$ cat config.mk
export PLATFORM = sky130hd
export DESIGN_NAME = spqr_qcell
export DESIGN_NICKNAME = d
export VERILOG_FILES = /design/src/rtl/spqr_pkg.sv /design/src/rtl/spqr_qcell.sv
export SDC_FILE = /design/constraint.sdc
export NUM_CORES = 1
export LEC_CHECK = 0
export BUFFER_PORTS_ARGS = -buffer_cell sky130_fd_sc_hd__buf_2
export CAP_MARGIN = 20
export CORE_AREA = 2 2 92 94
export DETAILED_ROUTE_END_ITERATION = 10
export DIE_AREA = 0 0 94 96
export PLACE_DENSITY = 0.86
export SYNTH_ARGS = -nofsm -noshare
export SYNTH_HDL_FRONTEND = slang
export SYNTH_SLANG_ARGS = --single-unit
$ cat constraint.sdc
create_clock -name clk_i -period 2.6 [get_ports clk_i]
set_clock_uncertainty 0.05 [all_clocks]
set_input_delay 0.13 -clock clk_i [delete_from_list [all_inputs] [get_ports clk_i]]
set_output_delay 0.13 -clock clk_i [all_outputs]
set_load 0.005 [all_outputs]
$ cat src/rtl/spqr_pkg.sv
// Shared types, codes and helpers of the signal priority queue with registry.
package spqr_pkg;

  // Operation codes of an input item
  typedef enum logic [1:0] {
    OP_REGISTER = 2'd0,
    OP_POST     = 2'd1,
    OP_RECEIVE  = 2'd2,
    OP_NOP      = 2'd3
  } op_e;

  // Result status codes
  typedef enum logic [2:0] {
    STATUS_OK       = 3'd0,
    STATUS_BAD_ID   = 3'd1,
    STATUS_FULL     = 3'd2,
    STATUS_EMPTY    = 3'd3,
    STATUS_DETACHED = 3'd4
  } status_e;

  // Configuration register indexes
  typedef enum logic [1:0] {
    CFG_PRIORITY_MODE = 2'd0,
    CFG_ACTIVE_SLOTS  = 2'd1,
    CFG_ATTACHED      = 2'd2
  } cfg_idx_e;

  // Sequencer states
  typedef enum logic [1:0] {
    ST_IDLE,
    ST_EVAL,
    ST_APPLY
  } state_e;

  localparam int unsigned CfgDataWidth = 6;
  localparam int unsigned CountOutWidth = 6;

  // Per-cell queue control
  typedef struct packed {
    logic clr;        // drop the entry
    logic load;       // take the new item
    logic take_prev;  // take the entry of the cell in front
    logic take_next;  // take the entry of the cell behind
  } qcell_ctl_t;

  // Slot counts that a configuration write may select
  function automatic logic slots_legal(input logic [CfgDataWidth-1:0] v);
    logic ok;
    ok = (v == 6'd1) || (v == 6'd4) || (v == 6'd8) || (v == 6'd16) ||
         (v == 6'd24) || (v == 6'd32);
    return ok;
  endfunction

endpackage

$ cat src/rtl/spqr_qcell.sv
// One queue cell: holds one posted signal and moves it up or down the chain.
module spqr_qcell
  import spqr_pkg::*;
#(
  parameter int unsigned ID_WIDTH      = 8,
  parameter int unsigned INFO_WIDTH    = 32,
  parameter int unsigned HANDLER_WIDTH = 16
) (
  input  logic                     clk_i,
  input  logic                     rst_ni,
  input  qcell_ctl_t               ctl_i,
  input  logic [ID_WIDTH-1:0]      key_i,
  input  logic [INFO_WIDTH-1:0]    new_info_i,
  input  logic [HANDLER_WIDTH-1:0] new_handler_i,
  input  logic                     prev_valid_i,
  input  logic [ID_WIDTH-1:0]      prev_id_i,
  input  logic [INFO_WIDTH-1:0]    prev_info_i,
  input  logic [HANDLER_WIDTH-1:0] prev_handler_i,
  input  logic                     next_valid_i,
  input  logic [ID_WIDTH-1:0]      next_id_i,
  input  logic [INFO_WIDTH-1:0]    next_info_i,
  input  logic [HANDLER_WIDTH-1:0] next_handler_i,
  output logic                     valid_o,
  output logic [ID_WIDTH-1:0]      id_o,
  output logic [INFO_WIDTH-1:0]    info_o,
  output logic [HANDLER_WIDTH-1:0] handler_o,
  output logic                     gt_o
);

  logic                     valid_q;
  logic [ID_WIDTH-1:0]      id_q;
  logic [INFO_WIDTH-1:0]    info_q;
  logic [HANDLER_WIDTH-1:0] handler_q;

  // Occupancy bit
  always_ff @(posedge clk_i or negedge rst_ni) begin
    if (!rst_ni) begin
      valid_q <= 1'b0;
    end else if (ctl_i.clr) begin
      valid_q <= 1'b0;
    end else if (ctl_i.load) begin
      valid_q <= 1'b1;
    end else if (ctl_i.take_prev) begin
      valid_q <= prev_valid_i;
    end else if (ctl_i.take_next) begin
      valid_q <= next_valid_i;
    end
  end

  // Entry payload
  always_ff @(posedge clk_i) begin
    if (ctl_i.clr) begin
      id_q      <= '0;
      info_q    <= '0;
      handler_q <= '0;
    end else if (ctl_i.load) begin
      id_q      <= key_i;
      info_q    <= new_info_i;
      handler_q <= new_handler_i;
    end else if (ctl_i.take_prev) begin
      id_q      <= prev_id_i;
      info_q    <= prev_info_i;
      handler_q <= prev_handler_i;
    end else if (ctl_i.take_next) begin
      id_q      <= next_id_i;
      info_q    <= next_info_i;
      handler_q <= next_handler_i;
    end
  end

  // Flag an occupied entry that a new id would go in front of
  assign gt_o      = valid_q && (id_q > key_i);
  assign valid_o   = valid_q;
  assign id_o      = id_q;
  assign info_o    = info_q;
  assign handler_o = handler_q;

endmodule

# [Yosys cells after proc, flatten, opt, wreduce, memory -nomap -nowiden]
# Cells that the tools add are included.
# Widths: inputs -> output; s select.
[word_totals] out_inout_bits=58 ff_bits=57 inputBits=176
[classes] mux=13 reduce_logical=3 magnitude_cmp=1
[op_table] operator="$mux 32" count=3
[op_table] operator="$mux 16" count=3
[op_table] operator="$mux 8" count=3
[op_table] operator="$gt 8x8->1" count=1
[op_table] operator="$mux 1" count=4
[op_table] operator="$reduce_bool 4->1" count=1
[op_table] operator="$reduce_bool 3->1" count=1
[op_table] operator="$logic_and 1x1->1" count=1

# [Logic depth before layout (Yosys ltp)]
# Gate-level depths: netlist of the first run.
[logic_depth] depth_word=4 mapped_depth=7

# [Least setup slack after synthesis of the first run]
# OpenSTA, ideal clock, no wires.
[synth_timing] path_type="reg2out" startpoint="reg id_q[1], in the netlist id_o[1]" endpoint="out gt_o" required_time_ns=2.420 slack_ns=1.302 stages_incl_launch_ff=6 t_arrival_ns=1.118 path_cell_list="dfxtp_1 ha_1 nor2b_1 o211ai_1 a21o_1 a31oi_1"
[synth_between] elab_chain_cells=2
[synth_rtl] item="start: declaration" line_no="spqr_qcell.sv:31" source="logic [ID_WIDTH-1:0] id_q;"
[synth_rtl] item="start signal: assignment" line_no="spqr_qcell.sv:57" source="id_q <= key_i;"
[synth_rtl] item="start signal: assignment" line_no="spqr_qcell.sv:61" source="id_q <= prev_id_i;"
[synth_rtl] item="start signal: assignment" line_no="spqr_qcell.sv:65" source="id_q <= next_id_i;"
[synth_rtl] item="$gt 8x8->1" line_no="spqr_qcell.sv:72" source="assign gt_o = valid_q && (id_q > key_i);"
[synth_rtl] item="$logic_and 1x1->1" line_no="spqr_qcell.sv:72"
[synth_rtl] item="end: declaration" line_no="spqr_qcell.sv:27" source="output logic gt_o"
# Every way passes these cells.

# [Worst setup path in the final report of the first run]
# Same ends and word-level chain as after synthesis.

==> run metrics, run 1 <==
status=finished clean; crit-path cells=ha_1, nor2b_1, o211ai_1, a21o_1, a31oi_1, buf_2; Seq. cell area=1150 um^2; r2r setup slk=1.71 ns; complex-gate fraction of the synthesized area=0.208; CTS resizes=0; DRT Pass-1 Iters=8; die span in x=94 um; YS warnings=0; worst endpoint required time=2.42 ns; Synth Instances=406; # clock sinks=57; Synth Area in Adders=0.0310; delay-heaviest family, CP=compound AO/OA/AOI/OAI gates; full die area=9020 um^2; CTS Buf Count=9; clock-pin slew on the worst setup and hold paths=0.07 ns; CTS tree=yes; Top Ports=234; hold wc startpoint=key_i[6]; Wirelength per Cell=13.6 um; Buf+Inv Stages, Crit Path=1; total negative slack=0 ns; Post-Syn Nets=590; clock buffer depth=2; final cycle utilization of the critical path=0.700; Post-DRT Antenna Nets=0; hold path endpoint=id_o[6]$_SDFFE_PP0P_; Worst-Skew Late Latency=0.31 ns; Slew Limit Fails=0; Synth Area in XOR/XNOR=0; final hold violations=0; worst hold path class=in -> reg; largest family of logic cells by synthesized area=compound AO/OA/AOI/OAI gates; vias per inst=5.14; P_leak=2.37 nW; antenna violations before repair=0; Finished Cell Area=4600 um^2; Nets=807; Final setup viols=0; Worst path max stage delay=0.33 ns; GRT Util Overall=0.208; final WL=9960 um; Cell variety after synth=29; total power=2.21 mW; RSZ-0062 raised after global routing=false; Slew @ Worst Pin=1.01 ns; global-route wire length before repair=15,000 um; Area contributors post-synth=dfxtp_1 35%, nand2_1 11%, mux2i_1 8.4%; Synth Area in Simple Gates=0.198; maximum vdd drop=0.265 mV; post-synthesis sequential area ratio=0.355; core area=8050 um^2; final core occ=0.571; Std-Cell Rows=33; DRT iter0 DRCs=153; PortBufs=233; crit end category=primary output; crit path DAT=1.64 ns; post-synthesis cell area=3230 um^2; maxcap violations=0; min cycle time layout=1.82 ns; pwr/cell area=481 nW/um^2; depth of the CTS H-tree=3; Synth Register Bits=57; # diodes=0; vias post-DR=3,769; Initial Util=0.401; multiplexer share of the synthesized area=0.133; Area growth, synth to finish=42.5%; Post-DP HPWL=7420 um; fill cell total of the finished layout=745; chip height=96 um; Hold Path Cell Cnt=3; element type at the critical path start=flip-flop; crit-path max FO=3; layout cell share with drive strength beyond 1=0.403; vias in the first global route=3,471; slowest CP cell=dfxtp_1; CTS root buffer=clkbuf_8; syn avg cell area=7.95 um^2; worst rel slew slack=0.326; share of Yosys cell area claimed by the top area cell type=0.347; GP Congestion=0.842; largest net degree at the start of global routing=99; f_max=550 MHz; crit path kind=reg -> out; R2R cell count=2; gr ovfl total=0; Reg-to-Reg Start=info_o[7]$_SDFFE_PP0P_; cell area after placement=4360 um^2; Multi-input gate area=1850 um^2; r2r endpoint=info_o[7]$_SDFFE_PP0P_; Post-route DRC=0; dominant cell type by area after synthesis=dfxtp_1
## worst max path at each step
stage	slack, ns	end	depth (start not counted)	from
2_1_floorplan	1.30	gt_o	5	id_o[1]$_SDFFE_PP0P_
3_3_place_gp	0.82	handler_o[10]$_SDFFE_PP0P_	6	ctl_i[1]
3_5_place_dp	0.73	info_o[7]$_SDFFE_PP0P_	5	ctl_i[1]
4_1_cts	0.79	gt_o	6	id_o[1]$_SDFFE_PP0P_
5_1_grt	0.67	gt_o	6	id_o[1]$_SDFFE_PP0P_
6_report	0.78	gt_o	6	id_o[1]$_SDFFE_PP0P_
## routing by layer
layer | vias up | part of all wire | global-route usage
met3 | 12 | 0.083 | 0.0556
met4 | 0 | 0.011 | 0.0580
li1 | 1874 | - | -
met1 | 1702 | 0.40 | 0.222
met5 | - | 0 | 0
met2 | 181 | 0.51 | 0.402
## through the flow
stage	cells	hold slack [ns]	setup slack (ns)
after floorplan	406	-0.216	1.30
after global placement	711	-0.137	0.820
after detailed placement	711	-0.138	0.731
after CTS	733	0.00177	0.795
after global routing	733	0.0163	0.665
final	733	0.0182	0.781
## kinds of logic (layout without fill, tap and decap cells)
kind of cell / after synthesis / after routing
flip-flops: 57 / 57
multiplexers: 41 / 41
adder cells (fa/ha/maj): 8 / 8
buffers and inverters: 45 / 267
AO/OA/AOI/OAI: 106 / 106
AND/OR/NAND/NOR: 149 / 149
## where the power goes
group | internal [mW] | switching (mW)
registers | 0.938 | 0.0352
logic | 0.266 | 0.244
clock network | 0.394 | 0.333
## area by class of cell
cell class | count | area share
Sequential cell | 57 | 0.249
Clock inverter | 3 | 0.00327
Multi-Input combinational cell | 304 | 0.401
Tap cell | 105 | 0.0286
Clock buffer | 13 | 0.0346
Timing Repair Buffer | 243 | 0.276
Inverter | 8 | 0.00653
## synthesized netlist by cell type (all sizes together)
| cell type | instances |
|---|---|
| inv | 8 |
| nor2b | 1 |
| a221oi | 16 |
| a21oi | 44 |
| o21ai | 27 |
| or3 | 1 |
| ha | 8 |
| o211ai | 1 |
| nand4 | 2 |
| clkbuf | 12 |
| dfrtp | 1 |
| nand2 | 94 |
| dfxtp | 56 |
| mux2i | 27 |
| a31oi | 1 |
| buf | 25 |
| a211oi | 1 |
| nand3b | 16 |
| nand3 | 1 |
| a21o | 2 |
| nor2 | 33 |
| nor3 | 1 |
| a222oi | 14 |
| mux2 | 14 |
## layout by cell type (no fill, tap or decap), drive strengths merged
cell and count:
o211ai 1, dfrtp 1, dfxtp 56, nand3 1, a21oi 44, o21ai 27
or3 1, a221oi 16, nand4 2, inv 8, nor3 1, nor2b 1
nand2 94, dlygate4sd3 6, a211oi 1, clkinv 3, a222oi 14, a31oi 1
mux2i 27, nand3b 16, buf 237, mux2 14, nor2 33, ha 8
a21o 2, clkbuf 13
## sequential cells by signal, indices dropped and copies added (netlist names)
name / count
id_o: 8
handler_o: 16
info_o: 32
valid_o: 1
## timing repair
item / CTS / global route
endpoints found under the hold margin: 6 / 0
buffers inserted: 0 / 0
hold buffers: 6 / 0
## worst register-to-register path, delay by kind of cell, from the launching register on
kind | cells | cell delay, ns
and+or+nand+nor | 1 | 0.09
DFF | 1 | 0.32
AOI/OAI and AO/OA | 1 | 0.28
Note: power is estimated with default switching activity, not from simulation.
==> inputs of run 2 (changes only) <==
Settings changed: CORE_AREA 2 2 92 94 to unset, CORE_ASPECT_RATIO set to 1.5, CORE_MARGIN set to 1.5, CORE_UTILIZATION set to 37, DIE_AREA 0 0 94 96 to unset, PLACE_DENSITY 0.86 to 0.83.
Clock period 2.6 ns to 1.6 ns, I/O delays scaled along.
==> run metrics, run 2 (synthesis gave the netlist of run 1 again) <==
crit path DAT=1.56 ns (-0.08 ns); DRT Pass-1 Iters=5 (-3); Wirelength per Cell=14.1 um (+3.9%); crit path kind=reg -> out; Worst path max stage delay=0.34 ns (about the same); global-route wire length before repair=17,000 um (+14%); pre-CTS setup slack=0.160 ns (-0.571 ns); Worst-Skew Late Latency=0.32 ns (about the same); Slew @ Worst Pin=0.409 ns (-0.602 ns); gr ovfl total=0 (unchanged); commonest non-fill, non-tap cell in the layout=buf_2; final hold violations=0 (unchanged); layout cell share with drive strength beyond 1=0.402 (-0.00135); crit-path cells=ha_4, nor2b_2, o211ai_1, a21o_1, a31oi_2, buf_2; # clock sinks=57 (unchanged); vias post-DR=3,976 (+5.5%); chip height=117 um (+22%); GRT Util Overall=0.231 (+0.0222); Finished Cell Area=5090 um^2 (+11%); RSZ-0062 raised after global routing=true; worst endpoint required time=1.47 ns (-0.95 ns); worst hold path class=in -> reg; GP Congestion=0.791 (-6.1%); # diodes=0 (unchanged); crit end category=primary output; Final setup viols=1 (+1); Std-Cell Rows=41 (+24%); Post-DRT Antenna Nets=0 (unchanged); full die area=9300 um^2 (+3.1%); failing checks=setup timing; core area=8460 um^2 (+5.1%); Post-Layout Cell Count=767 (+4.6%); Top Ports=234 (unchanged); die span in x=79.3 um (-16%); vias per inst=5.18 (+0.82%); vias in the first global route=3,954 (+14%); slowest CP cell=dfxtp_2; total negative slack=-0.0918 ns (-0.0918 ns); cell area after placement=4490 um^2 (+2.8%); CTS tree=yes; largest net degree at the start of global routing=41 (-59%); final WL=10,800 um (+8.7%); crit-path max FO=3 (unchanged); pwr/cell area=853 nW/um^2 (+78%); Largest register FFs=32 (unchanged); element type at the critical path start=flip-flop; Post-route DRC=0 (unchanged); worst rel slew slack=0.727 (+0.401); DRT iter0 DRCs=164 (+7.2%); maxcap violations=0 (unchanged); Post-DP HPWL=7740 um (+4.3%); f_max=591 MHz; Slew Limit Fails=0 (unchanged); CTS Buf Count=9 (unchanged); min cycle time layout=1.69 ns; clock buffer depth=2 (unchanged); maximum vdd drop=0.513 mV (+94%); Placed Cells=722 (+1.5%); PortBufs=233 (unchanged); depth of the CTS H-tree=3 (unchanged); most frequent cells in the layout=231 x buf_2, 94 x nand2_1, 55 x dfxtp_1, 44 x a21oi_1, 32 x nor2_1; antenna violations before repair=0 (unchanged); clock-pin slew on the worst setup and hold paths=0.05 ns (-0.02 ns); post-CTS setup buffer count=0 (unchanged); PnR worst setup slack=-0.0918 ns (-0.873 ns); Area growth, synth to finish=57.7%; status=complete, but fails checks; total power=4.34 mW (+97%); CTS root buffer=clkbuf_16; final cycle utilization of the critical path=1.06; Nets=839 (+4.0%); Initial Util=0.381 (-0.0196); fill cell total of the finished layout=754 (+1.2%); P_leak=2.57 nW (+8.8%)
## run 2: path summary, 6_finish.rpt
check,start,endpoint,slack [ns],cells after the start
max,id_o[1]$_SDFFE_PP0P_,gt_o,-0.09,6
min,key_i[2],id_o[2]$_SDFFE_PP0P_,0.01,3
max reg2reg,id_o[1]$_SDFFE_PP0P_,id_o[1]$_SDFFE_PP0P_,0.74,2
min reg2reg,handler_o[8]$_SDFFE_PP0P_,handler_o[8]$_SDFFE_PP0P_,0.40,2
max in group asynchronous,rst_ni,valid_o$_DFFE_PN0P_,1.37,2
min in group asynchronous,rst_ni,valid_o$_DFFE_PN0P_,0.05,2
## run 2: report_power, final
group | switching [mW] | leakage [nW] | total (mW) | internal [mW]
registers | 0.0572 | 0.477 | 1.59 | 1.53
logic | 0.422 | 1.95 | 0.920 | 0.499
clock network | 0.599 | 0.144 | 1.84 | 1.24
## run 2: area by class of cell
cell class | count | area, um^2 | share of cell area
inverters | 8 | 30.0 | 0.00590
clock buffers | 13 | 250 | 0.0492
clock inverters | 3 | 40.0 | 0.00787
flip-flops and latches | 57 | 1150 | 0.225
multi-input cells | 304 | 1870 | 0.367
repair buffers | 275 | 1620 | 0.319
well taps | 107 | 134 | 0.0263
## run 2: worst max-delay path, delay by kind of cell, from the launching register on
kind | cells | cell delay (ns)
adder cells (fa/ha/maj) | 1 | 0.26
flip-flops | 1 | 0.34
buffers and inverters | 1 | 0.14
AND/OR/NAND/NOR | 1 | 0.12
AO/OA/AOI/OAI | 3 | 0.40
## run 2: timing repair
item	4_1_cts	5_1_grt
hold buffers	29	0
pin swaps	1	0
gates resized for setup	2	2
endpoints found under the hold margin	29	0
setup endpoints to repair	1	1
## run 2: through the flow
stage / util / hold WS (ns)
after floorplan: - / -0.266
after global placement: 0.530 / -0.192
after detailed placement: 0.530 / -0.192
after CTS: 0.600 / 0.000185
after global routing: 0.601 / 0.00536
final: 0.601 / 0.0130
## run 2: per-layer routing
layer | track usage | vias to the layer above | part of all wire
li1 | - | 1942 | -
met1 | 0.228 | 1795 | 0.37
met2 | 0.429 | 203 | 0.53
met3 | 0.0529 | 36 | 0.064
met4 | 0.121 | 0 | 0.033
met5 | 0 | - | 0
