## src/rtl/spqr_pkg.sv

```systemverilog
// Shared types, codes and helpers of the signal priority queue with registry.
package spqr_pkg;

  // Operation codes of an input item
  typedef enum logic [1:0] {
    OP_REGISTER = 2'd0,
    OP_POST     = 2'd1,
    OP_RECEIVE  = 2'd2,
    OP_NOP      = 2'd3
  } op_e;

  // Result status codes
  typedef enum logic [2:0] {
    STATUS_OK       = 3'd0,
    STATUS_BAD_ID   = 3'd1,
    STATUS_FULL     = 3'd2,
    STATUS_EMPTY    = 3'd3,
    STATUS_DETACHED = 3'd4
  } status_e;

  // Configuration register indexes
  typedef enum logic [1:0] {
    CFG_PRIORITY_MODE = 2'd0,
    CFG_ACTIVE_SLOTS  = 2'd1,
    CFG_ATTACHED      = 2'd2
  } cfg_idx_e;

  // Sequencer states
  typedef enum logic [1:0] {
    ST_IDLE,
    ST_EVAL,
    ST_APPLY
  } state_e;

  localparam int unsigned CfgDataWidth = 6;
  localparam int unsigned CountOutWidth = 6;

  // Per-cell queue control
  typedef struct packed {
    logic clr;        // drop the entry
    logic load;       // take the new item
    logic take_prev;  // take the entry of the cell in front
    logic take_next;  // take the entry of the cell behind
  } qcell_ctl_t;

  // Slot counts that a configuration write may select
  function automatic logic slots_legal(input logic [CfgDataWidth-1:0] v);
    logic ok;
    ok = (v == 6'd1) || (v == 6'd4) || (v == 6'd8) || (v == 6'd16) ||
         (v == 6'd24) || (v == 6'd32);
    return ok;
  endfunction

endpackage

```

## src/rtl/spqr_rcell.sv

```systemverilog
// One registry cell: a signal id bound to a handler token.
module spqr_rcell
  import spqr_pkg::*;
#(
  parameter int unsigned ID_WIDTH      = 8,
  parameter int unsigned HANDLER_WIDTH = 16
) (
  input  logic                     clk_i,
  input  logic                     rst_ni,
  input  logic                     en_i,
  input  logic [ID_WIDTH-1:0]      key_i,
  input  logic                     we_i,
  input  logic [ID_WIDTH-1:0]      wr_id_i,
  input  logic [HANDLER_WIDTH-1:0] wr_handler_i,
  output logic                     match_o,
  output logic                     free_o,
  output logic [HANDLER_WIDTH-1:0] handler_o
);

  logic [ID_WIDTH-1:0]      id_q;
  logic [HANDLER_WIDTH-1:0] handler_q;

  // Binding, zero id marks a free slot
  always_ff @(posedge clk_i or negedge rst_ni) begin
    if (!rst_ni) begin
      id_q      <= '0;
      handler_q <= '0;
    end else if (we_i) begin
      id_q      <= wr_id_i;
      handler_q <= wr_handler_i;
    end
  end

  // Compare against the key, only inside the usable range
  assign match_o   = en_i && (id_q == key_i);
  assign free_o    = en_i && (id_q == '0);
  assign handler_o = handler_q;

endmodule

```

## config.mk

```make
export PLATFORM = sky130hd
export DESIGN_NAME = spqr_rcell
export DESIGN_NICKNAME = d
export VERILOG_FILES = /design/src/rtl/spqr_pkg.sv /design/src/rtl/spqr_rcell.sv
export SDC_FILE = /design/constraint.sdc
export NUM_CORES = 1
export LEC_CHECK = 0
export ABC_AREA = 1
export BUFFER_PORTS_ARGS = -buffer_cell sky130_fd_sc_hd__buf_2
export CORE_MARGIN = 2
export CORE_UTILIZATION = 45
export CTS_CLUSTER_DIAMETER = 100
export CTS_CLUSTER_SIZE = 8
export DETAILED_ROUTE_END_ITERATION = 8
export PLACE_DENSITY = 0.78
export SKIP_CTS_REPAIR_TIMING = 1
export SYNTH_ARGS = -nofsm -noshare
export SYNTH_HDL_FRONTEND = slang
export SYNTH_SLANG_ARGS = --single-unit
```

## constraint.sdc

```tcl
create_clock -name clk_i -period 0.84 [get_ports clk_i]
set_clock_uncertainty 0.05 [all_clocks]
set_input_delay 0.042 -clock clk_i [delete_from_list [all_inputs] [get_ports clk_i]]
set_output_delay 0.042 -clock clk_i [all_outputs]
set_load 0.02 [all_outputs]
```

---- Word level (Yosys, flattened, before mapping) ----
Cells that the tools add are included.
cells by class
  equality and inequality tests ........... 1
  reductions and logical operators ........ 3
operators with widths
  operator             count
  equality test 8 bit  1
  logical NOT 8 bit    1
  logical AND 1 bit    2
word-level totals
  register bits after elaboration ......... 24
  input port bits ......................... 36
  output and inout bits ................... 18
  word-level logic and storage cells ...... 6

---- Logic depth before layout (Yosys ltp) ----
Gate-level depths: netlist (run 1).
  depth after elaboration ................. 2
  gate-level depth with buffers ........... 6
  depth with buffers taken out ............ 6

---- Least setup slack after synthesis (run 1) ----
OpenSTA, ideal clock, no wires.
  kind .................................... flip-flop to output port
  start ................................... register id_q[1]
  end ..................................... output port free_o
  data arrival time ....................... 1.002 ns
  setup slack ............................. -0.254 ns
  stages on the path, launching flop included .. 4
  path buffers ............................ 0
  path through ............................ dfrtp_1 inv_1 nand3_1 nor3_1
between the ends
  word-level cells in the longest chain between the ends .. 2
RTL lines
  what                    RTL line          text
  start, declared         spqr_rcell.sv:20  logic [ID_WIDTH-1:0] id_q;
  start signal, assigned  spqr_rcell.sv:29  id_q <= wr_id_i;
  logical NOT 8 bit       spqr_rcell.sv:36  assign free_o = en_i && (id_q == '0);
  logical AND 1 bit       spqr_rcell.sv:36
  end, declared           spqr_rcell.sv:16  output logic free_o,
No other way between the ends.

---- Worst setup path in the final report (run 1) ----
  start ................................... register id_q[7]
  end ..................................... output port match_o
between the ends
  word-level cells in the longest chain between the ends .. 2
RTL lines
  what                 RTL line          text
  equality test 8 bit  spqr_rcell.sv:35  assign match_o = en_i && (id_q == key_i);
  logical AND 1 bit    spqr_rcell.sv:35
  end, declared        spqr_rcell.sv:15  output logic match_o,
No other way between the ends.

==> impl_results.md, run 1 <==
- Syn avg cell area: 10.8 µm²
- Routed WL: 3.36 mm
- Post-route insts no fill: 222
- Initial antenna violation count: 0
- CTS Buffer Depth: 2
- #FFs+latches synth: 24
- Post-route antenna net violation count: 0
- Number of remaining DRC errors: 0
- Die area: 0.00294 mm²
- RSZ-0062 raised after global routing: yes
- Grt total ovfl: 0
- DR iter-0 viols: 22
- Post-synthesis compound-gate area fraction: 4.42%
- Post-Synth XOR/XNOR Area: 0.773%
- CTS clk-pin slew, worst paths: 0.13 ns
- Sequential Area: roughly 620 µm²
- End of the worst register-to-register path: handler_o[14]
- Worst hold path endpoint: handler_o[15]
- Min-delay src: we_i
- Simple-gate portion of the synthesized area: 12.5%
- Clk Latency, worst-skew pair: 0.31 ns
- Yosys warnings: 0
- RD Place Congestion: roughly 0.71
- Status: finished with violations
- TritonRoute pass-1 iters: 4
- Static leakage: 0.984 nW
- Vias per cell: 4.81
- Fill count: ~140
- Sequential element share of the synthesized area: 53.0%
- ANT cells: 0
- CTS sink cnt: 24
- Crit path DAT: 1.38 ns
- Reg2reg setup slack: -0.15 ns
- Mapped Nets: between 100 and 150
- CP Class: reg -> out
- Ratio of final minimum period to clock period: 176%
- Die width: 54.2 µm
- Yosys cell types: 14
- Post-synthesis mux area share: 20.5%
- Worst EP required: around 0.75 ns
- Max Freq: 678 MHz
- Worst slew margin: 65.4%
- RR Startpoint: handler_o[14]
- Total Power: 0.00284 W
- Layout Nets: 229
- Tightest Hold Check Type: in -> reg
- PwrDens: 1470 mW/mm²
- Post-synthesis adder-cell area fraction: 0%
- IO Count: 54
- Synthesized cell area: 0.00113 mm²
- Final slew viol count: 0
- Clock buffer count from CTS: 3
- Vias after detailed routing: 1067
- Synth-to-Final Area Change: 70.2%
- Main combinational cell family by area after synthesis: multiplexers
- Number of global-route vias before repair: 884
- Cells on worst reg2reg path: 2
- Most common cell after layout, fill and taps aside: buf_2
- Largest net degree at the start of global routing: 25
- Critical Path Source Type: register
- Initial core utilization: 46.6%
- WL/cell: about 15 µm
- Area of the multi-input gates: 467 µm²
- Placed Cells: 191
- Actual slew at the worst max-slew pin: 0.520 ns
- Setup violations, final: 32
- Failing checks: setup timing
- I/O Buffers: 53
- Post-route setup slack: -0.635 ns
- Core area: 0.00243 mm²
- Hold depth: 2
- CTS tree: yes
- Mapped Cells: 105
- Tot GR Track Use: 17.7%
- Max cap viols: 0
- Max FO, Critical Path: 2
- VDD IR max: approximately 1.4 mV
- Critical Path End Type: output port
- Commonest non-fill, non-tap cells in the layout: buf_2 (35), dlygate4sd3_1 (25), nand2_1 (24)
- # rows: 18
- Die outline height: 54.2 µm
- H-tree levels: 1
- Tmin final: 1.48 ns
- DP HPWL: 1.91 mm
- Hold Fails Final Rpt: 0
- CTS root buf: clkbuf_4
- Share of cells above drive strength 1: between 50% and 60%
- First-pass GRT wire length: 3.66 mm
==> stage by stage <==
stage,setup slack (ns),TNS [ns],instance area (µm²),utilization [%],hold slack [ns]
final,-0.635,-3.64,1930,79.3,0.000562
after global routing,-0.654,-4.48,1930,79.3,0.00648
after CTS,-0.630,-3.66,1530,62.9,-0.351
after detailed placement,-0.267,-0.512,1490,61.4,-0.00183
after global placement,-0.203,-0.370,1490,61.4,-0.0107
after floorplan,-0.0642,-0.619,1170,-,-0.304
==> cell families (layout without fill, tap and decap cells) <==
kind of cell | Yosys count | count (layout)
compound gates | 10 | 10
simple gates | 36 | 36
xor+xnor | 1 | 1
mux | 16 | 16
flops | 24 | 24
buf+inv | 18 | 105
==> routing by layer <==
metal / track usage [%] / routed length, µm / up-vias / share of wire, %
li1: - / - / 506 / -
met1: 20.4 / 1300 / 522 / 39
met2: 32.9 / 1920 / 35 / 57
met3: 0.833 / 100 / 4 / 3.0
met4: 8.75 / 42 / 0 / 1.2
met5: 0 / 0 / - / 0
==> registers in the layout, summed over array words and instances, names as in the netlist <==
| register | cells |
|---|---|
| handler_o | 16 |
| id_q | 8 |
==> worst max-delay path, cell delays in order (launching register included) <==
cell     delay [ns]
dfrtp_1        0.42
nand2_1        0.09
nand2_1        0.07
nor2_1         0.13
nand3_1        0.13
nor2_4         0.11
buf_6          0.12
==> cell usage after synthesis (all sizes together) <==
master	number	share of area, %
xnor2	1	0.77
nor2	6	2.0
nor3	1	0.44
inv	14	4.6
nand2	26	8.6
dfrtp	24	53
buf	4	4.2
o21ai	10	4.4
mux2	16	21
nand4	1	0.55
nand3	2	0.88
==> worst max path at each step <==
stage	start	to	slack, ns	depth (start not counted)
6_report	id_q[7]	match_o	-0.64	6
5_1_grt	id_q[3]	match_o	-0.65	7
4_1_cts	id_q[0]	match_o	-0.63	7
3_5_place_dp	id_q[0]	match_o	-0.27	7
3_3_place_gp	id_q[1]	match_o	-0.20	6
2_1_floorplan	id_q[2]	match_o	-0.06	5
==> cell type report <==
type / count / share of cell area [%]
Clock buffer: 4 / 1.88
Inverter: 14 / 2.72
Multi-Input combinational cell: 63 / 24.2
Sequential cell: 24 / 32.2
Tap cell: 30 / 1.95
Timing Repair Buffer: 87 / 37.1
==> power breakdown <==
part | total, W | internal (W) | switching (W)
clock | 0.000605 | 0.000265 | 0.000340
combinational | 0.000864 | 0.000492 | 0.000372
sequential | 0.00137 | 0.00128 | 0.0000889
total | 0.00284 | 0.00204 | 0.000801
(Power assumes the default switching activity.)
==> run 2: changes to the inputs <==
==> constraint.sdc (replaced) <==
create_clock -name clk_i -period 0.84 [get_ports clk_i]
set_clock_uncertainty 0.05 [all_clocks]
set_input_delay 0.168 -clock clk_i [delete_from_list [all_inputs] [get_ports clk_i]]
set_output_delay 0.168 -clock clk_i [all_outputs]
set_load 0.02 [all_outputs]
==> run 2 against run 1 <==
The flow finishes with violations (hold timing, setup timing). Die area stayed put. Register-to-register slack better by 0.02 ns. First-iteration DRC count shrank 32%. Final area fell by 11%. Sequential cell count unchanged. Clock power decreased by 3.6%. Maximum frequency is 5.0% lower. Critical path depth rose by 1. Worst hold slack got worse by 0.24 ns. Combinational power decreased by 10%. Sequential share of layout area up 4.0 points. Utilization decreased by 8.8 points. Critical endpoint unchanged. Highest routed layer unchanged.
==> impl_results.md, run 2 (synthesized netlist as in run 1, its figures left out) <==
- CTS sink cnt: 24
- Largest net degree at the start of global routing: 25
- Tightest Hold Check Type: in -> async
- Vias after detailed routing: approximately 960
- Vias per cell: roughly 4.8
- Sequential Area: approximately 620 µm²
- # rows: 18
- Die outline height: approximately 54 µm
- RD Place Congestion: approximately 0.67
- CTS Buffer Depth: 2
- First-pass GRT wire length: 3.55 mm
- H-tree levels: 1
- Crit path max-delay family: simple AND/OR/NAND/NOR gates
- Share of cells above drive strength 1: 64.1%
- Clk Latency, worst-skew pair: 0.30 ns
- Synth-to-Final Area Change: 51.3%
- Most common cell after layout, fill and taps aside: buf_2
- ANT cells: 0
- Tot GR Track Use: between 10% and 20%
- TNS Setup: -5.90 ns
- Static leakage: 0.899 nW
- Hold slack: -0.236 ns
- Crit-path slowest cell: dfrtp_1
- Status: finished with violations
- RSZ-0062 raised after global routing: yes
- CTS root buf: clkbuf_4
- Worst slew margin: 65.8%
- PwrDens: 1590 mW/mm²
- Failing checks: hold timing, setup timing
- Setup violations, final: 32
- Area of the multi-input gates: 458 µm²
- Actual slew at the worst max-slew pin: slightly above 0.5 ns
- Routed WL: 2.56 mm
- VDD IR max: 1.24 mV
- CTS clk-pin slew, worst paths: between 0.1 and 0.15 ns
- Fill count: 197
- TritonRoute pass-1 iters: 4
- Die area: 0.00294 mm²
- Post-route antenna net violation count: 0
- Number of remaining DRC errors: 0
- Crit path DAT: roughly 1.3 ns
- Grt total ovfl: 0
- DR iter-0 viols: 15
- Clock buffer count from CTS: 3
- Reg2reg setup slack: -0.13 ns
- I/O Buffers: 53
- Worst path buffer plus inverter count: 2
- Commonest non-fill, non-tap cells in the layout: buf_2 (35), nand2_1 (25), buf_6 (22)
- Ratio of final minimum period to clock period: 185%
- WL/cell: 12.8 µm
- Final core occ: 70.5%
- Critical Path Source Type: register
- Die width: 54.2 µm
- Layout Nets: 207
- Tmin final: 1.55 ns
- Initial core utilization: 46.6%
- Number of global-route vias before repair: 861
- Post-route setup slack: -0.712 ns
- Max Freq: 644 MHz
- Critical Path Max Stage Delay: 0.37 ns
- Final slew viol count: 0
- DP HPWL: 1.84 mm
- Critical-path cell list: inv_1 > nand2_1 > nand2_1 > nor2_1 > nand3_1 > nor2_4 > buf_6
- Initial antenna violation count: 0
- Worst EP required: approximately 0.62 ns
- Crit path top cell by count: nand2_1
- Hold Fails Final Rpt: 24
- Max cap viols: 0
- CP Class: reg -> out
- Max FO, Critical Path: 3
- Max FFs per register: 16
- CTS tree: yes
- IO Count: 54
- Critical Path End Type: output port
- Core area: 0.00243 mm²
run 2: cell count changes in the layout (fill, tap and decap cells not counted), sizes merged:
cell	before	now
buf	62	64
dlygate4sd3	25	1
run 2: worst paths after layout:
check | startpoint | endpoint | cells past startpoint
worst min-delay path | rst_ni | handler_o[4] | 1
min in group clk_i | wr_id_i[1] | id_q[1] | 3
max in group asynchronous | rst_ni | handler_o[12] | 1
worst max register to register | handler_o[4] | handler_o[4] | 2
worst max-delay path | id_q[0] | match_o | 7
worst min register to register | handler_o[11] | handler_o[11] | 1
run 2: metal layers:
| metal | global-route usage (%) | share of wire [%] | vias to the layer above |
|---|---|---|---|
| li1 | - | - | 462 |
| met1 | 20.2 | 39 | 455 |
| met2 | 30.5 | 53 | 36 |
| met3 | 2.22 | 5.5 | 6 |
| met4 | 9.58 | 1.7 | 0 |
| met5 | 0 | 0 | - |
run 2: metrics by stage:
| stage | setup slack, ns | total power (W) | std cells | hold slack, ns | area (µm²) |
|---|---|---|---|---|---|
| finish | -0.712 | 0.00273 | 200 | -0.236 | 1720 |
| CTS | -0.729 | 0.00258 | 195 | -0.224 | 1540 |
| global route | -0.780 | 0.00288 | 200 | -0.215 | 1720 |
| global placement | -0.329 | 0.00196 | 191 | 0.115 | 1510 |
| floorplan | -0.190 | 0.00173 | 105 | -0.178 | 1180 |
| detailed placement | -0.369 | 0.00199 | 191 | 0.123 | 1510 |
run 2: cell type report:
type                            count  area share (%)
Sequential cell                    24            36.2
Inverter                           14            3.06
Clock buffer                        4            2.12
Timing Repair Buffer               65            29.8
Tap cell                           30            2.19
Multi-Input combinational cell     63            26.7
run 2: power by group:
group | total [W] | switching [W] | internal, W | leakage, nW
combinational | 0.000778 | 0.000339 | 0.000439 | 0.610
clock | 0.000583 | 0.000319 | 0.000264 | 0.0210
sequential | 0.00137 | 0.0000864 | 0.00128 | 0.268
total | 0.00273 | 0.000744 | 0.00198 | 0.899
run 2: worst reg2reg max path: cells and delay by family, from the launching register on:
| kind | cells | cell delay, ns |
|---|---|---|
| muxes | 1 | 0.26 |
| buffers and inverters | 1 | 0.12 |
| DFF | 1 | 0.44 |
==> run 3: changes to the inputs <==
- CORE_UTILIZATION: 45 -> 47
- CTS_BUF_LIST: default -> sky130_fd_sc_hd__clkbuf_2
- PLACE_DENSITY: 0.78 -> 0.81
- SKIP_CTS_REPAIR_TIMING: 1 -> default
- SLEW_MARGIN: default -> 20
==> run 3 against run 2 <==
The run ends with setup timing left. Cell count is 13% higher. Sequential share of layout area shrank 4.9 points. First-iteration DRC count up 53%. Non-clock buffer count is 26 higher. Total power rose by 1.6%. Global-route usage rose by 4.7 points. Sequential cell count did not move. Combinational power up 19%. Largest cell class is now buffers. Largest power group unchanged.
==> impl_results.md, run 3 (synthesized netlist as in run 1, its figures left out) <==
- Status: finished with violations
- Failing checks: setup timing
- Tot GR Track Use: about 22%
- Most common cell after layout, fill and taps aside: buf_2
- CTS tree: yes
- Number of remaining DRC errors: 0
- WL/cell: 16.1 µm
- Layout Nets: between 200 and 250
- # rows: 17
- CP Class: reg -> out
- Max FFs per register: 16
- Final Cell Area: ~0.002 mm²
- Initial antenna violation count: 0
- Critical Path Max Stage Delay: between 0.4 and 0.5 ns
- Combinational power share: 33.5%
- IO Count: between 50 and 60
- Number of global-route vias before repair: 966
- Vias after detailed routing: roughly 1100
- Share of cells above drive strength 1: 56.1%
- Placed cell area: 0.00152 mm²
- DR iter-0 viols: 23
- TritonRoute pass-1 iters: 4
- Setup violations, final: 36
- I/O Buffers: 53
- Die width: 53.1 µm
- Tightest Hold Check Type: in -> reg
- Clk Latency, worst-skew pair: 0.35 ns
- Max Freq: 615 MHz
- RD Place Congestion: 0.763
- H-tree levels: 1
- Cells on worst reg2reg path: 2
- Final slew viol count: 0
- Worst slew margin: between 80% and 90%
- CTS clk-pin slew, worst paths: 0.23 ns
- Critical Path End Type: output port
- Hold depth: 2
- Worst EP required: 0.62 ns
- First-pass GRT wire length: ~4.3 mm
- Static leakage: 1.02 nW
- Crit-path slowest cell: dfrtp_1
- Worst hold path endpoint: handler_o[15]
- Tmin final: 1.63 ns
- Min-delay src: we_i
- Max cap viols: 0
- Commonest non-fill, non-tap cells in the layout: buf_2 (35), nand2_1 (26), dlygate4sd3_1 (25)
- DP HPWL: ~1.9 mm
- Critical Path Source Type: register
- Synth-to-Final Area Change: 74.8%
- Actual slew at the worst max-slew pin: 0.228 ns
- Int Pwr: 0.00192 W
- Hold Fails Final Rpt: 0
- Vias per cell: 4.96
- PwrDens: about 1400 mW/mm²
- Reg2reg setup slack: -0.15 ns
- Total Power: 0.00277 W
- Grt total ovfl: 0
- Register share of total power: about half
- CTS sink cnt: 24
- Core area: 0.00225 mm²
- Die outline height: 53.1 µm
- RR Startpoint: handler_o[5]
- Die area: approximately 0.0028 mm²
- Clock buffer count from CTS: 3
- VDD IR max: about 1.1 mV
- End of the worst register-to-register path: handler_o[5]
- Ratio of final minimum period to clock period: 194%
- Critical-path cell list: inv_1 > nand3_1 > nor3_4 > buf_6
- Hold slack: roughly 0.1 ns
- TNS Setup: -7.99 ns
- Post-route antenna net violation count: 0
- Largest net degree at the start of global routing: 25
- RSZ-0062 raised after global routing: yes
- Initial core utilization: 50.3%
- Post-route setup slack: -0.787 ns
- Clock Power Share: about 17%
- Routed WL: 3.62 mm
- Net Switching: 0.000850 W
- Net Sw Frac: 30.7%
- Crit path DAT: 1.41 ns
- Max FO, Critical Path: 3
- CTS Buffer Depth: 2
- CTS root buf: clkbuf_2
[run 3: layout make-up]
class / count / area (µm²)
antenna: 1 / 2.50
clock buffer: 3 / 15.0
clock inverter: 1 / 3.75
fill: 99 / 273
inverter: 14 / 52.6
multi-input combinational: 63 / 470
sequential: 24 / 621
tap: 28 / 35.0
timing repair buffer: 91 / 782
[run 3: what timing repair did]
item                                   CTS  global route
hold buffers                             9            16
gates cloned                             0             0
gates resized for setup                 39            15
setup endpoints to repair               30            38
pin swaps                                2             2
buffers inserted                         1             5
endpoints found under the hold margin   47            16
[run 3: metal layers]
metal	global-route usage (%)	routed length, µm	share of wire (%)
met1	25.4	1290	36
met2	39.8	1990	55
met3	3.39	151	4.2
met4	10.3	185	5.1
met5	0	0	0
[run 3: how the worst max path moves through the flow]
stage	startpoint	to	cells past startpoint
3_5_place_dp	id_q[2]	match_o	6
5_1_grt	id_q[5]	match_o	6
6_report	id_q[7]	free_o	4
3_3_place_gp	id_q[1]	match_o	6
2_1_floorplan	id_q[2]	match_o	5
4_1_cts	id_q[2]	match_o	6
[run 3: worst max-delay path: cells and delay by family (launching register included)]
kind          cells  cell delay (ns)
simple gates      2             0.38
buf+inv           2             0.24
flops             1             0.43
[run 3: per-stage QoR]
step / setup slack [ns] / util, % / cells
2_1_floorplan: -0.190 / - / 105
3_3_place_gp: -0.334 / 67.5 / 190
3_5_place_dp: -0.362 / 67.5 / 190
4_1_cts: -0.755 / 77.9 / 204
5_1_grt: -0.876 / 87.8 / 224
6_report: -0.787 / 87.9 / 225
[run 3: power groups by stage]
stage / clock, W / sequential (W) / combinational [W]
5_1_grt: 0.000528 / 0.00139 / 0.000979
3_3_place_gp: 0 / 0.00135 / 0.000622
4_1_cts: 0.000461 / 0.00136 / 0.000784
2_1_floorplan: 0 / 0.00146 / 0.000277
6_report: 0.000470 / 0.00137 / 0.000928
3_5_place_dp: 0 / 0.00136 / 0.000640
